===== src/rtl/blir_pkg.sv =====
package blir_pkg;

  localparam int VALUE_W  = 32;
  localparam int OP_W     = 2;
  localparam int STATUS_W = 3;

  // Operation codes carried on the input tuser
  localparam logic [OP_W-1:0] OP_APPEND  = 2'd0;
  localparam logic [OP_W-1:0] OP_PREPEND = 2'd1;
  localparam logic [OP_W-1:0] OP_REMOVE  = 2'd2;
  localparam logic [OP_W-1:0] OP_LIST    = 2'd3;

  // Result status codes carried on the output tuser
  localparam logic [STATUS_W-1:0] ST_DONE  = 3'd0;
  localparam logic [STATUS_W-1:0] ST_FULL  = 3'd1;
  localparam logic [STATUS_W-1:0] ST_MISS  = 3'd2;
  localparam logic [STATUS_W-1:0] ST_ENTRY = 3'd3;
  localparam logic [STATUS_W-1:0] ST_EMPTY = 3'd4;

  typedef logic signed [VALUE_W-1:0] value_t;

endpackage


===== src/rtl/blir_ram.sv =====
module blir_ram #(
  parameter int WIDTH = 32,
  parameter int DEPTH = 16
) (
  input  logic                     clk,
  input  logic                     wr_en,
  input  logic [$clog2(DEPTH)-1:0] wr_addr,
  input  logic [WIDTH-1:0]         wr_data,
  input  logic [$clog2(DEPTH)-1:0] rd_addr,
  output logic [WIDTH-1:0]         rd_data
);

  logic [WIDTH-1:0] mem [DEPTH];

  always_ff @(posedge clk) begin
    if (wr_en) begin
      mem[wr_addr] <= wr_data;
    end
    rd_data <= mem[rd_addr];
  end

endmodule


===== src/rtl/bounded_list_insert_remove_unit.sv =====
// Bounded ordered list of signed 32-bit values, up to DEPTH entries.
//
// Input channel (s_axis): one beat is one operation. tuser selects append at
// the tail, insert at the head, remove the first equal entry, or list all;
// tdata carries the value (ignored for listing).
// Output channel (m_axis): one beat per result; status on tuser, value, count
// and empty flag on tdata, tlast on the final result of an operation.
//
// The entries live in one RAM used as a ring: head pointer plus count, so
// append and insert are a single write. Steps after an operation is accepted:
//   append / insert : written in S_IDLE; S_RESP then registers the result.
//   remove          : S_SCAN reads entries up to the match, then S_SHIFT
//                     moves each later entry up one slot, then S_RESP
//                     registers the result.
//   list            : one beat per cycle from S_LIST unless m_axis stalls.
// The RAM read port is registered; a new operation is taken only in S_IDLE.
// Reset clears state, head, count and m_valid; entries >= count are never used.
// A stall on m_axis holds the output register; an input beat is still taken
// while a finished result waits, and work stops only when the next result
// has nowhere to go.
module bounded_list_insert_remove_unit
  import blir_pkg::*;
#(
  parameter int DEPTH = 16
) (
  input  logic                clk,
  input  logic                rst,
  input  logic                s_axis_tvalid,
  output logic                s_axis_tready,
  input  logic [VALUE_W-1:0]  s_axis_tdata,   // value
  input  logic [OP_W-1:0]     s_axis_tuser,   // operation
  output logic                m_axis_tvalid,
  input  logic                m_axis_tready,
  // entry_value, entry_count, is_empty, zero padding
  output logic [((VALUE_W+$clog2(DEPTH+1)+1)+7)/8*8-1:0] m_axis_tdata,
  output logic [STATUS_W-1:0] m_axis_tuser,   // status
  output logic                m_axis_tlast    // is_last
);

  localparam int PW    = $clog2(DEPTH);
  localparam int CW    = $clog2(DEPTH+1);
  localparam int OUT_W = ((VALUE_W+CW+1)+7)/8*8;

  localparam logic [2:0] S_IDLE  = 3'd0;
  localparam logic [2:0] S_SCAN  = 3'd1;
  localparam logic [2:0] S_SHIFT = 3'd2;
  localparam logic [2:0] S_LIST  = 3'd3;
  localparam logic [2:0] S_RESP  = 3'd4;

  // Ring position of list index k; head + k stays below 2*DEPTH.
  function automatic logic [PW-1:0] ring_pos(input logic [PW-1:0] base,
                                             input logic [CW-1:0] k);
    logic [CW:0] s;
    s = {{(CW+1-PW){1'b0}}, base} + {1'b0, k};
    if (s >= (CW+1)'(DEPTH)) begin
      s = s - (CW+1)'(DEPTH);
    end
    return s[PW-1:0];
  endfunction

  logic [2:0]          state, state_next;
  logic [PW-1:0]       head, head_next;
  logic [CW-1:0]       count, count_next;
  logic [CW-1:0]       idx, idx_next;
  value_t              val, val_next;
  logic [STATUS_W-1:0] resp_status, resp_status_next;
  value_t              resp_value, resp_value_next;

  logic                m_valid, m_valid_next;
  logic [STATUS_W-1:0] m_status, m_status_next;
  value_t              m_value, m_value_next;
  logic [CW-1:0]       m_count, m_count_next;
  logic                m_empty, m_empty_next;
  logic                m_last, m_last_next;

  logic                out_free;
  logic                full;
  logic [CW-1:0]       idx_inc;
  logic                wr_en;
  logic [PW-1:0]       wr_addr;
  value_t              wr_data;
  logic [PW-1:0]       rd_addr;
  value_t              rd_data;

  blir_ram #(
    .WIDTH(VALUE_W),
    .DEPTH(DEPTH)
  ) u_ram (
    .clk    (clk),
    .wr_en  (wr_en),
    .wr_addr(wr_addr),
    .wr_data(wr_data),
    .rd_addr(rd_addr),
    .rd_data(rd_data)
  );

  assign out_free      = !m_valid || m_axis_tready;
  assign full          = (count == CW'(DEPTH));
  assign idx_inc       = idx + 1'b1;
  assign s_axis_tready = (state == S_IDLE);

  assign m_axis_tvalid = m_valid;
  assign m_axis_tdata  = OUT_W'({m_empty, m_count, m_value});
  assign m_axis_tuser  = m_status;
  assign m_axis_tlast  = m_last;

  always_comb begin
    state_next       = state;
    head_next        = head;
    count_next       = count;
    idx_next         = idx;
    val_next         = val;
    resp_status_next = resp_status;
    resp_value_next  = resp_value;
    m_valid_next     = m_valid && !m_axis_tready;
    m_status_next    = m_status;
    m_value_next     = m_value;
    m_count_next     = m_count;
    m_empty_next     = m_empty;
    m_last_next      = m_last;
    rd_addr          = head;
    wr_en            = 1'b0;
    wr_addr          = head;
    wr_data          = val;

    unique case (state)
      S_IDLE: begin
        // Head is read every idle cycle so a scan or listing starts primed.
        if (s_axis_tvalid) begin
          val_next        = s_axis_tdata;
          idx_next        = '0;
          resp_value_next = '0;
          unique case (s_axis_tuser)
            OP_APPEND: begin
              state_next = S_RESP;
              if (full) begin
                resp_status_next = ST_FULL;
              end else begin
                wr_en            = 1'b1;
                wr_addr          = ring_pos(head, count);
                wr_data          = s_axis_tdata;
                count_next       = count + 1'b1;
                resp_status_next = ST_DONE;
              end
            end
            OP_PREPEND: begin
              state_next = S_RESP;
              if (full) begin
                resp_status_next = ST_FULL;
              end else begin
                head_next        = (head == '0) ? PW'(DEPTH-1) : head - 1'b1;
                wr_en            = 1'b1;
                wr_addr          = head_next;
                wr_data          = s_axis_tdata;
                count_next       = count + 1'b1;
                resp_status_next = ST_DONE;
              end
            end
            OP_REMOVE: begin
              if (count == '0) begin
                resp_status_next = ST_MISS;
                state_next       = S_RESP;
              end else begin
                state_next = S_SCAN;
              end
            end
            OP_LIST: begin
              if (count == '0) begin
                resp_status_next = ST_EMPTY;
                state_next       = S_RESP;
              end else begin
                state_next = S_LIST;
              end
            end
            default: state_next = S_IDLE;
          endcase
        end
      end

      S_SCAN: begin
        // rd_data holds entry idx; fetch the next one in case the gap closes.
        rd_addr = ring_pos(head, idx_inc);
        if (rd_data == val) begin
          resp_status_next = ST_DONE;
          resp_value_next  = val;
          if (idx_inc == count) begin
            count_next = count - 1'b1;
            state_next = S_RESP;
          end else begin
            state_next = S_SHIFT;
          end
        end else if (idx_inc == count) begin
          resp_status_next = ST_MISS;
          state_next       = S_RESP;
        end else begin
          idx_next = idx_inc;
        end
      end

      S_SHIFT: begin
        // Move entry idx+1 (now on rd_data) up into slot idx.
        rd_addr = ring_pos(head, idx + CW'(2));
        wr_en   = 1'b1;
        wr_addr = ring_pos(head, idx);
        wr_data = rd_data;
        if (idx + CW'(2) == count) begin
          count_next = count - 1'b1;
          state_next = S_RESP;
        end else begin
          idx_next = idx_inc;
        end
      end

      S_LIST: begin
        if (out_free) begin
          m_valid_next  = 1'b1;
          m_status_next = ST_ENTRY;
          m_value_next  = rd_data;
          m_count_next  = count;
          m_empty_next  = 1'b0;
          m_last_next   = (idx_inc == count);
          if (idx_inc == count) begin
            state_next = S_IDLE;
          end else begin
            idx_next = idx_inc;
            rd_addr  = ring_pos(head, idx_inc);
          end
        end else begin
          // Re-read the same entry to hold it across the stall.
          rd_addr = ring_pos(head, idx);
        end
      end

      S_RESP: begin
        if (out_free) begin
          m_valid_next  = 1'b1;
          m_status_next = resp_status;
          m_value_next  = resp_value;
          m_count_next  = count;
          m_empty_next  = (count == '0);
          m_last_next   = 1'b1;
          state_next    = S_IDLE;
        end
      end

      default: state_next = S_IDLE;
    endcase
  end

  always_ff @(posedge clk) begin
    if (rst) begin
      state   <= S_IDLE;
      head    <= '0;
      count   <= '0;
      m_valid <= 1'b0;
    end else begin
      state   <= state_next;
      head    <= head_next;
      count   <= count_next;
      m_valid <= m_valid_next;
    end
    idx         <= idx_next;
    val         <= val_next;
    resp_status <= resp_status_next;
    resp_value  <= resp_value_next;
    m_status    <= m_status_next;
    m_value     <= m_value_next;
    m_count     <= m_count_next;
    m_empty     <= m_empty_next;
    m_last      <= m_last_next;
  end

endmodule


===== config.mk =====
export PLATFORM = sky130hd
export DESIGN_NAME = bounded_list_insert_remove_unit
export DESIGN_NICKNAME = d
export VERILOG_FILES = /design/src/rtl/blir_pkg.sv /design/src/rtl/blir_ram.sv /design/src/rtl/bounded_list_insert_remove_unit.sv
export SDC_FILE = /design/constraint.sdc
export NUM_CORES = 1
export LEC_CHECK = 0
export BUFFER_PORTS_ARGS = -buffer_cell sky130_fd_sc_hd__buf_2
export CAP_MARGIN = 20
export CORE_ASPECT_RATIO = 1.25
export CORE_MARGIN = 10
export CORE_UTILIZATION = 35
export DETAILED_ROUTE_END_ITERATION = 6
export PLACE_DENSITY = 0.48
export SYNTH_ARGS = -nofsm -noshare
export SYNTH_HDL_FRONTEND = slang
export SYNTH_SLANG_ARGS = --single-unit

===== constraint.sdc =====
create_clock -name clk -period 6.3 [get_ports clk]
set_input_delay 0.315 -clock clk [delete_from_list [all_inputs] [get_ports clk]]
set_output_delay 0.315 -clock clk [all_outputs]
set_load 0.01 [all_outputs]

==> results of run 1 <==
-- cells in the mapped netlist, drive strengths merged (2+ instances only) --
cell    instances
nand2         148
inv            12
dfxtp          45
fa              5
ha             17
nor3b           2
or4             2
o21ai          50
a21oi          29
or3b            2
a21o            7
nor3           10
o21a            3
buf            42
a31oi           3
mux2i           4
nand3          14
edfxtp        626
nor4            4
nand2b          8
nand4          11
o21bai          3
or3             2
a211oi          3
clkbuf         47
or2             2
mux4          128
a221o           2
nand3b          2
xor2            9
xnor2          51
o22ai           2
nor2b          10
a22oi         130
a221oi          3
and2            8
o31ai           3
nor2           42
and3           37
o211ai          2
-- worst reg2reg max path, cell delays in order, from the launching register on --
cell,delay (ns)
dfxtp_1,0.49
inv_1,0.26
ha_1,0.26
or3b_2,0.47
nand3_1,0.09
o211ai_1,0.11
a21oi_1,0.16
a21oi_1,0.06
o21ai_0,0.68
nand2_1,0.44
nor2b_4,0.84
buf_4,0.40
-- power by group through the flow --
stage	Combinational, µW	Clock (µW)	Sequential [µW]
2_1_floorplan	4580	0	6780
3_3_place_gp	6860	0	6910
3_5_place_dp	6870	0	6930
4_1_cts	6910	4110	6840
5_1_grt	7350	4280	6900
6_report	6780	4010	6840
-- placed cells by master, fill, tap and decap left out, types with 9 or more instances in the layout --
cell type and n:
xnor2_1 51, nand3_1 14, nand2_1 148, a21oi_1 26, dlygate4sd3_1 32, ha_1 17, mux4_2 128, buf_2 81
o21ai_0 47, clkinv_2 12, xor2_1 9, nor2_1 34, dfxtp_1 44, clkbuf_16 71, inv_1 12, edfxtp_1 626
a22oi_1 130, clkbuf_1 20, and3_1 36, nand4_1 11, buf_4 69
-- repair_timing --
action / in CTS / in global routing
endpoints found under the hold margin: 32 / 0
gates resized for setup: 0 / 0
hold buffers: 32 / 0
setup buffers: 0 / 0
setup endpoints to repair: 0 / 0
-- path summary, 6_finish.rpt --
kind,from,to,slack (ns),cells past startpoint
max,head[1],u_ram.mem[7][2],1.69,11
min,rst,head[3],0.09,2
max reg2reg,head[1],u_ram.mem[7][2],1.69,11
min reg2reg,resp_status[1],m_axis_tuser[1],0.51,1
-- flip-flops by register name, indices dropped and copies added, names as in the netlist, 3 cells and up --
signal and cells:
count 5, head 4, idx 5, m_axis_tuser 3, m_count 5, m_value 32, resp_status 3, resp_value 32
state 3, u_ram.mem 512, u_ram.rd_data 32, val 32
-- metal layers --
layer / routed length [µm] / vias to the layer above / track usage (%)
li1: - / 6512 / -
met1: 32600 / 8032 / 22.6
met2: 37500 / 463 / 28.3
met3: 4120 / 92 / 2.82
met4: 1510 / 0 / 4.93
met5: 0 / - / 0
-- area by class of cell --
class,instances,area share (%)
clock buffers,94,6.00
clock inverters,32,0.948
inverters,12,0.143
multi-input cells,772,22.5
flip-flops and latches,671,62.4
well taps,986,3.91
repair buffers,185,4.13
-- kinds of logic after synthesis --
kind of cell             Yosys count  share of synthesized area, %
AO/OA/AOI/OAI                    251                          6.32
XOR/XNOR                          60                          1.94
adder cells (fa/ha/maj)           22                          1.15
buffers and inverters            101                          1.85
flip-flops                       671                          72.7
multiplexers                     132                          10.8
other                              1                        0.0138
AND/OR/NAND/NOR                  305                          5.25
-- per-stage QoR --
| stage | setup WS (ns) | hold WS, ns | util, % | cells | instance area (µm²) |
|---|---|---|---|---|---|
| after floorplan | 0.599 | 0.384 | - | 1544 | 27100 |
| after global placement | 1.79 | 0.484 | 37.7 | 2593 | 29000 |
| after detailed placement | 1.77 | 0.496 | 37.7 | 2593 | 29000 |
| after CTS | 1.75 | 0.0404 | 41.0 | 2751 | 31600 |
| after global routing | 1.53 | 0.0694 | 41.0 | 2752 | 31600 |
| final | 1.69 | 0.0860 | 41.0 | 2752 | 31600 |
==> results.py, run 1 <==
metrics = {
    "clocking": {
        "cts.path.max_buffers": 3,
        "clock_latency_ns": 0.62,
        "cts-buffers-inserted": 68,
        "cts_sinks": 671,
        "cts_root_buf": "clkbuf_16",
        "ctsHtreeMaxLevel": 3,
        "clk_pin_slew_ns": 0.07,
        "cts_tree": "yes",
    },
    "placement": {
        "dp_hpwl_um": 44900,
        "port_buffers": 81,
        "place_congestion": 0.878,
    },
    "pwr": {
        "combPwrFrac_pct": 38.4,
        "finalPower_uw": 17600,
        "vdd_ir_drop_max_v": 0.000498,
        "seqPwrFrac_pct": 38.8,
        "leakagePower_uw": 0.0107,
        "p_clk_share_pct": 22.7,
        "power.switching_uw": 6250,
        "p_int_uw": 11400,
        "power_density_nw_per_um2": 559,
        "power_switching_share_pct": 35.5,
    },
    "detailed_routing": {
        "firstDrtPassIters": 7,
        "first_iter_violations": 1358,
        "ant_nets": 0,
        "drcViolationCount": 0,
        "wl_per_cell_um": 27.5,
        "drt-vias-per-instance": 5.49,
        "drt-total-wl_um": 75700,
        "num_vias": 15100,
    },
    "critical_path": {
        "worst_setup_path_start_kind": "flop",
        "critical_path_arrival_ns": 4.90,
        "cp-end-kind": "flop",
        "critPathMaxFanout": 20,
        "cp.required_ns": 6.59,
        "cp_slowest_cell": "nor2b_4",
        "path_cells": "inv_1, ha_1, or3b_2, nand3_1, o211ai_1, a21oi_1, a21oi_1, o21ai_0, nand2_1, nor2b_4, buf_4",
        "path_delay_family": "simple AND/OR/NAND/NOR gates",
        "slowest_delay_ns": 0.84,
        "crit_buf_inv": 2,
        "cp_common_cell": "a21oi_1",
        "criticalPathCategory": "reg2reg",
    },
    "timing": {
        "finalHoldViolCount": 0,
        "relSlewSlack_pct": 24.2,
        "period_minus_slack_ns": 4.61,
        "tns_ns": 0,
        "maxSlewViolCount": 0,
        "worst_slew_pin_slew_ns": 1.13,
        "setup_viol": 0,
        "clock_skew_ns": 0.0212,
        "rsz0062_at_grt": "no",
        "max_freq_mhz": 217,
        "fin_crit_sh_pct": 73.1,
    },
    "grt": {
        "antenna_found_initial": 0,
        "grt_max_degree": 108,
        "track_usage_pct": 17.0,
        "grt_first_pass_wirelength_um": 110000,
        "grt-ovfl-total": 0,
        "grt_pass1_vias": 15600,
    },
    "synth": {
        "synth_top_area_share_pct": 69.4,
        "syn_area_per_cell_um2": 17.6,
        "synth_top_cell_by_area": "edfxtp_1",
        "yosysWarningCount": 0,
        "ys_seq_elements": 671,
        "synthDistinctLibCells": 59,
        "synth_cells": 1543,
        "synth.yosys.seq_area_share_pct": 72.7,
        "netlist_top_cells_area": "edfxtp_1 69%, mux4_2 11%, a22oi_1 3.6%",
        "ys.flop_type": "edfxtp_1",
        "synth_edf_count": 626,
        "syn-cell-area_um2": 27100,
        "synthArstFlopShare_pct": 0,
    },
    "final_layout": {
        "drive_gt1_share_pct": 23.7,
        "n_antenna_cell": 0,
        "regArea_um2": 19700,
        "nFillCells": 6925,
        "syn_to_final_growth_pct": 16.5,
        "multi_input_area_um2": 7090,
        "nNetsFinal": 1770,
    },
    "floorplan": {
        "die_x_um": 269,
        "rows": 114,
        "fp.coreArea_um2": 77000,
        "ios": 84,
        "die_h_um": 331,
        "start_util_pct": 35.2,
        "dieArea_um2": 89000,
    },
    "run": {
        "drv_cap": 0,
    },
    "worst_hold_path": {
        "hp-class": "in2reg",
    },
    "status": {
        "outcome": "finished clean",
    },
}
No activity file was read; power rests on OpenSTA's default activity.
==> run 2: changes to the inputs <==
PLACE_DENSITY = 0.5   (was 0.48)
clock period = 4.2 ns   (was 6.3 ns; I/O delays follow)
==> run 2 against run 1 <==
  * Clock power increased by 52%
  * Register-to-register slack got worse by 1.4 ns
  * Count of clock-buffer cells in the layout decreased by 5
  * Global-route usage decreased by 0.83 points
  * Sequential cell count unchanged
  * Critical path type unchanged
  * Design area increased by 1.6%
  * Clock skew increased by 0.013 ns
  * Non-clock buffer count increased by 31
  * Maximum frequency increased by 19%
  * Sequential power increased by 51%
==> results.py, run 2 (synthesized netlist as in run 1, its figures left out) <==
metrics = {
    "clocking": {
        "clk_pin_slew_ns": 0.07,
        "cts_tree": "yes",
        "cts-buffers-inserted": 66,
        "clock_latency_ns": 0.62,
        "cts_sinks": 671,
        "ctsHtreeMaxLevel": 3,
        "cts.path.max_buffers": 3,
        "cts_root_buf": "clkbuf_16",
    },
    "final_layout": {
        "drive_gt1_share_pct": 24.8,
        "final_cell_area_um2": 32100,
        "syn_to_final_growth_pct": 18.4,
        "nNetsFinal": 1799,
        "final_common_cell": "edfxtp_1",
        "regMostFlops": "u_ram.mem",
        "n_antenna_cell": 0,
        "largest_register_ffs": 512,
        "mostFrequentLayoutCells": "626 x edfxtp_1, 148 x nand2_1, 130 x a22oi_1, 128 x mux4_2, 81 x buf_2",
        "utilization_pct": 41.6,
    },
    "placement": {
        "place_area_um2": 29500,
        "port_buffers": 81,
        "dp_hpwl_um": 47300,
        "place_congestion": 0.871,
    },
    "pwr": {
        "combPwrFrac_pct": 39.1,
        "power_switching_share_pct": 34.5,
        "finalPower_uw": 26900,
        "leakagePower_uw": 0.0109,
        "p_clk_share_pct": 22.7,
        "power_density_nw_per_um2": 838,
        "vdd_ir_drop_max_v": 0.000708,
        "p_int_uw": 17600,
        "seqPwrFrac_pct": 38.2,
        "power.switching_uw": 9260,
    },
    "run": {
        "drv_cap": 0,
    },
    "floorplan": {
        "dieArea_um2": 89000,
        "die_x_um": 269,
        "fp.coreArea_um2": 77000,
        "start_util_pct": 35.2,
        "ios": 84,
        "die_h_um": 331,
        "rows": 114,
    },
    "grt": {
        "track_usage_pct": 16.1,
        "grt_pass1_vias": 15500,
        "antenna_found_initial": 0,
        "grt_first_pass_wirelength_um": 105000,
        "grt-ovfl-total": 0,
        "grt_max_degree": 42,
    },
    "timing": {
        "fin_crit_sh_pct": 92.5,
        "rsz0062_at_grt": "no",
        "tns_ns": 0,
        "finalHoldViolCount": 0,
        "relSlewSlack_pct": 29.9,
        "setup_viol": 0,
        "worst_slew_pin_slew_ns": 1.05,
        "maxSlewViolCount": 0,
        "clock_skew_ns": 0.0341,
        "max_freq_mhz": 257,
        "period_minus_slack_ns": 3.89,
    },
    "detailed_routing": {
        "drt-total-wl_um": 71200,
        "num_vias": 14800,
        "first_iter_violations": 1112,
        "drcViolationCount": 0,
        "firstDrtPassIters": 6,
        "wl_per_cell_um": 25.7,
        "drt-vias-per-instance": 5.32,
        "ant_nets": 0,
    },
    "status": {
        "outcome": "finished clean",
    },
    "critical_path": {
        "cp_slowest_cell": "dfxtp_1",
        "path_delay_family": "compound AO/OA/AOI/OAI gates",
        "critical_path_arrival_ns": 4.38,
        "path_cells": "ha_1, fa_1, inv_1, a21oi_1, o31ai_1, o211ai_1, a211oi_4, buf_12, buf_12, mux4_2, a22oi_1, nand2_1",
        "crit_buf_inv": 3,
        "worst_setup_path_start_kind": "flop",
        "cp_common_cell": "buf_12",
        "cp.required_ns": 4.69,
        "slowest_delay_ns": 0.66,
        "critPathMaxFanout": 40,
        "cp-end-kind": "flop",
        "criticalPathCategory": "reg2reg",
    },
    "worst_hold_path": {
        "hp-class": "in2reg",
    },
}
-- run 2: timing repair --
item / 4_1_cts / 5_1_grt
buffers inserted: 0 / 0
hold buffers: 34 / 0
resized for setup: 0 / 0
endpoints found under the hold margin: 47 / 0
-- run 2: layer usage --
layer / wire [µm] / vias up / GRT usage [%]
met1: 30400 / 7680 / 21.5
li1: - / 6557 / -
met2: 34800 / 431 / 26.5
met3: 3890 / 92 / 2.31
met5: 0 / - / 0
met4: 2070 / 0 / 6.21
-- run 2: worst paths after layout --
| path | startpoint | to | slack, ns | cells after the start |
|---|---|---|---|---|
| setup / recovery | head[0] | u_ram.rd_data[30] | 0.31 | 12 |
| hold / removal | m_axis_tready | state[2] | 0.07 | 4 |
| setup reg to reg | head[0] | u_ram.rd_data[30] | 0.31 | 12 |
| hold reg to reg | resp_value[26] | m_value[26] | 0.51 | 2 |
-- run 2: worst min-delay path: stages --
cell     delay (ns)
buf_2          0.11
nor2b_1        0.14
nand2_1        0.10
a21oi_1        0.06
-- run 2: cell type report --
class / instances / area, µm²
multi-input cells: 772 / 7090
clock buffers: 89 / 1850
inverters: 12 / 45.0
well taps: 986 / 1230
repair buffers: 216 / 1770
clock inverters: 30 / 383
flip-flops and latches: 671 / 19700
fillers: 6904 / 44900
-- run 2: stage by stage --
| stage | hold WS [ns] | worst slack, ns | std cells |
|---|---|---|---|
| floorplan | 0.279 | -0.0808 | 1544 |
| global placement | 0.422 | 0.430 | 2622 |
| detailed placement | 0.419 | 0.383 | 2623 |
| CTS | 0.0211 | 0.356 | 2776 |
| global route | 0.0780 | 0.170 | 2776 |
| finish | 0.0651 | 0.313 | 2776 |
-- run 2: power by group through the flow --
stage	clock, µW	combinational, µW	sequential, µW
3_3_place_gp	0	10600	10300
5_1_grt	6520	11400	10300
2_1_floorplan	0	6890	10200
4_1_cts	6270	10700	10200
3_5_place_dp	0	10700	10400
6_report	6110	10500	10300
==> run 3: changes to the inputs <==
CORE_ASPECT_RATIO = default   (was 1.25)
==> run 3 against run 2 <==
  * Sequential cell count is the same
  * Wire length is 3.1% lower
  * Design area up 0.67%
==> results.py, run 3 (synthesized netlist as in run 1, its figures left out) <==
metrics = {
    "final_layout": {
        "utilization_pct": 42.3,
        "regMostFlops": "u_ram.mem",
        "mostFrequentLayoutCells": "626 x edfxtp_1, 148 x nand2_1, 130 x a22oi_1, 128 x mux4_2, 81 x buf_2",
        "final_common_cell": "edfxtp_1",
        "drive_gt1_share_pct": 25.0,
        "n_antenna_cell": 0,
        "final_cell_area_um2": 32300,
        "syn_to_final_growth_pct": 19.2,
        "instances_no_fill": 2831,
        "largest_register_ffs": 512,
        "nNetsFinal": 1802,
    },
    "detailed_routing": {
        "drt-vias-per-instance": 5.27,
        "first_iter_violations": 1376,
        "wl_per_cell_um": 24.4,
        "num_vias": 14900,
        "firstDrtPassIters": 5,
        "drt-total-wl_um": 69000,
        "ant_nets": 0,
        "drcViolationCount": 0,
    },
    "floorplan": {
        "die_x_um": 298,
        "ios": 84,
        "die_h_um": 298,
        "dieArea_um2": 89000,
        "start_util_pct": 35.5,
        "rows": 101,
        "fp.coreArea_um2": 76300,
    },
    "timing": {
        "relSlewSlack_pct": 51.2,
        "fin_crit_sh_pct": 94.2,
        "maxSlewViolCount": 0,
        "tns_ns": 0,
        "clock_skew_ns": 0.0261,
        "max_freq_mhz": 253,
        "period_minus_slack_ns": 3.96,
        "finalHoldViolCount": 0,
        "worst_slack_ns": 0.243,
        "worst_slew_pin_slew_ns": 0.724,
        "setup_viol": 0,
        "rsz0062_at_grt": "no",
    },
    "critical_path": {
        "cp_common_cell": "a21oi_1",
        "timing.rr.start": "head[1]",
        "critPathMaxFanout": 16,
        "ff2ff_path_depth": 10,
        "worst_setup_path_start_kind": "flop",
        "cp-end-kind": "flop",
        "path_cells": "ha_1, a21o_1, a21oi_1, xnor2_1, a211o_1, a21oi_1, o31ai_1, nand3_1, nor2_4, buf_4",
        "cp_slowest_cell": "dfxtp_1",
        "r2r_setup_slack_ns": 0.24,
        "critical_path_arrival_ns": 4.21,
        "slowest_delay_ns": 0.75,
        "r2r-end": "u_ram.mem[10][10]",
        "cp.required_ns": 4.46,
        "criticalPathCategory": "reg2reg",
    },
    "placement": {
        "dp_hpwl_um": 42200,
        "place_congestion": 0.836,
        "place_ws_ns": 0.317,
        "port_buffers": 81,
        "dp.cells": 2665,
        "place_area_um2": 29500,
    },
    "pwr": {
        "leakagePower_uw": 0.0110,
        "power_density_nw_per_um2": 835,
        "vdd_ir_drop_max_v": 0.000679,
    },
    "grt": {
        "track_usage_pct": 15.4,
        "grt_first_pass_wirelength_um": 103000,
        "grt-ovfl-total": 0,
        "grt_max_degree": 42,
        "grt_pass1_vias": 15300,
        "antenna_found_initial": 0,
    },
    "worst_hold_path": {
        "hold_end": "state[2]",
        "worstHoldStart": "m_axis_tready",
        "hold_depth": 4,
        "hp-class": "in2reg",
    },
    "run": {
        "drv_cap": 0,
    },
    "clocking": {
        "cts_tree": "yes",
        "cts_resized": 0,
        "cts.path.max_buffers": 3,
        "cts_root_buf": "clkbuf_16",
        "clk_pin_slew_ns": 0.06,
        "cts_sinks": 671,
        "ctsHtreeMaxLevel": 3,
        "cts-buffers-inserted": 71,
        "clock_latency_ns": 0.62,
    },
    "status": {
        "outcome": "finished clean",
    },
}
-- run 3: changes by cell type in the layout (fill, tap and decap cells not counted), sizes merged --
cell,before,now
buf,182,180
bufinv,8,6
clkbuf,89,106
clkinv,16,15
clkinvlp,2,1
-- run 3: metrics by stage --
step                      hold slack, ns  power [µW]
after global routing              0.0851       28500
after global placement             0.407       20700
after CTS                         0.0244       27300
after detailed placement           0.412       20800
final                             0.0533       27000
after floorplan                    0.279       17100
-- run 3: layout make-up --
class                      count  area (µm²)
sequential                   671       19700
clock buffer                 106        2070
inverter                      12        45.0
timing repair buffer         214        1760
multi-input combinational    772        7080
fill                        6814       44000
clock inverter                26         347
tap                         1030        1290
-- run 3: report_power, final --
part	internal, µW	total [µW]	switching, µW
clock	3820	6410	2590
sequential	9540	10200	699
combinational	4430	10300	5890
-- run 3: layer usage --
layer	up-vias	part of all wire, %	routed length [µm]	GRT usage, %
li1	6588	-	-	-
met2	395	47	32500	24.5
met4	0	2.0	1390	4.64
met3	78	5.4	3760	2.72
met5	-	0	0	0
met1	7859	45	31400	21.2
-- run 3: worst max path at each step --
stage,start,end,slack (ns),depth (start not counted)
3_3_place_gp,head[1],u_ram.mem[0][14],0.27,12
3_5_place_dp,head[1],u_ram.mem[0][14],0.32,12
4_1_cts,head[1],u_ram.mem[10][24],0.28,10
5_1_grt,head[1],u_ram.mem[10][24],0.01,10
6_report,head[1],u_ram.mem[10][10],0.24,10
2_1_floorplan,head[1],u_ram.mem[1][0],-0.08,10
-- run 3: critical path: cells and delay by family (launching register included) --
kind                       cells  cell delay [ns]
adders and majority gates      1             0.35
and+or+nand+nor                2             0.73
AOI/OAI and AO/OA              5             1.17
buffers and inverters          1             0.37
DFF                            1             0.75
xor gates and xnor gates       1             0.21
-- run 3: repair_timing --
item | 4_1_cts | 5_1_grt
endpoints found under the hold margin | 46 | 0
hold buffers | 34 | 0
setup buffers | 0 | 0
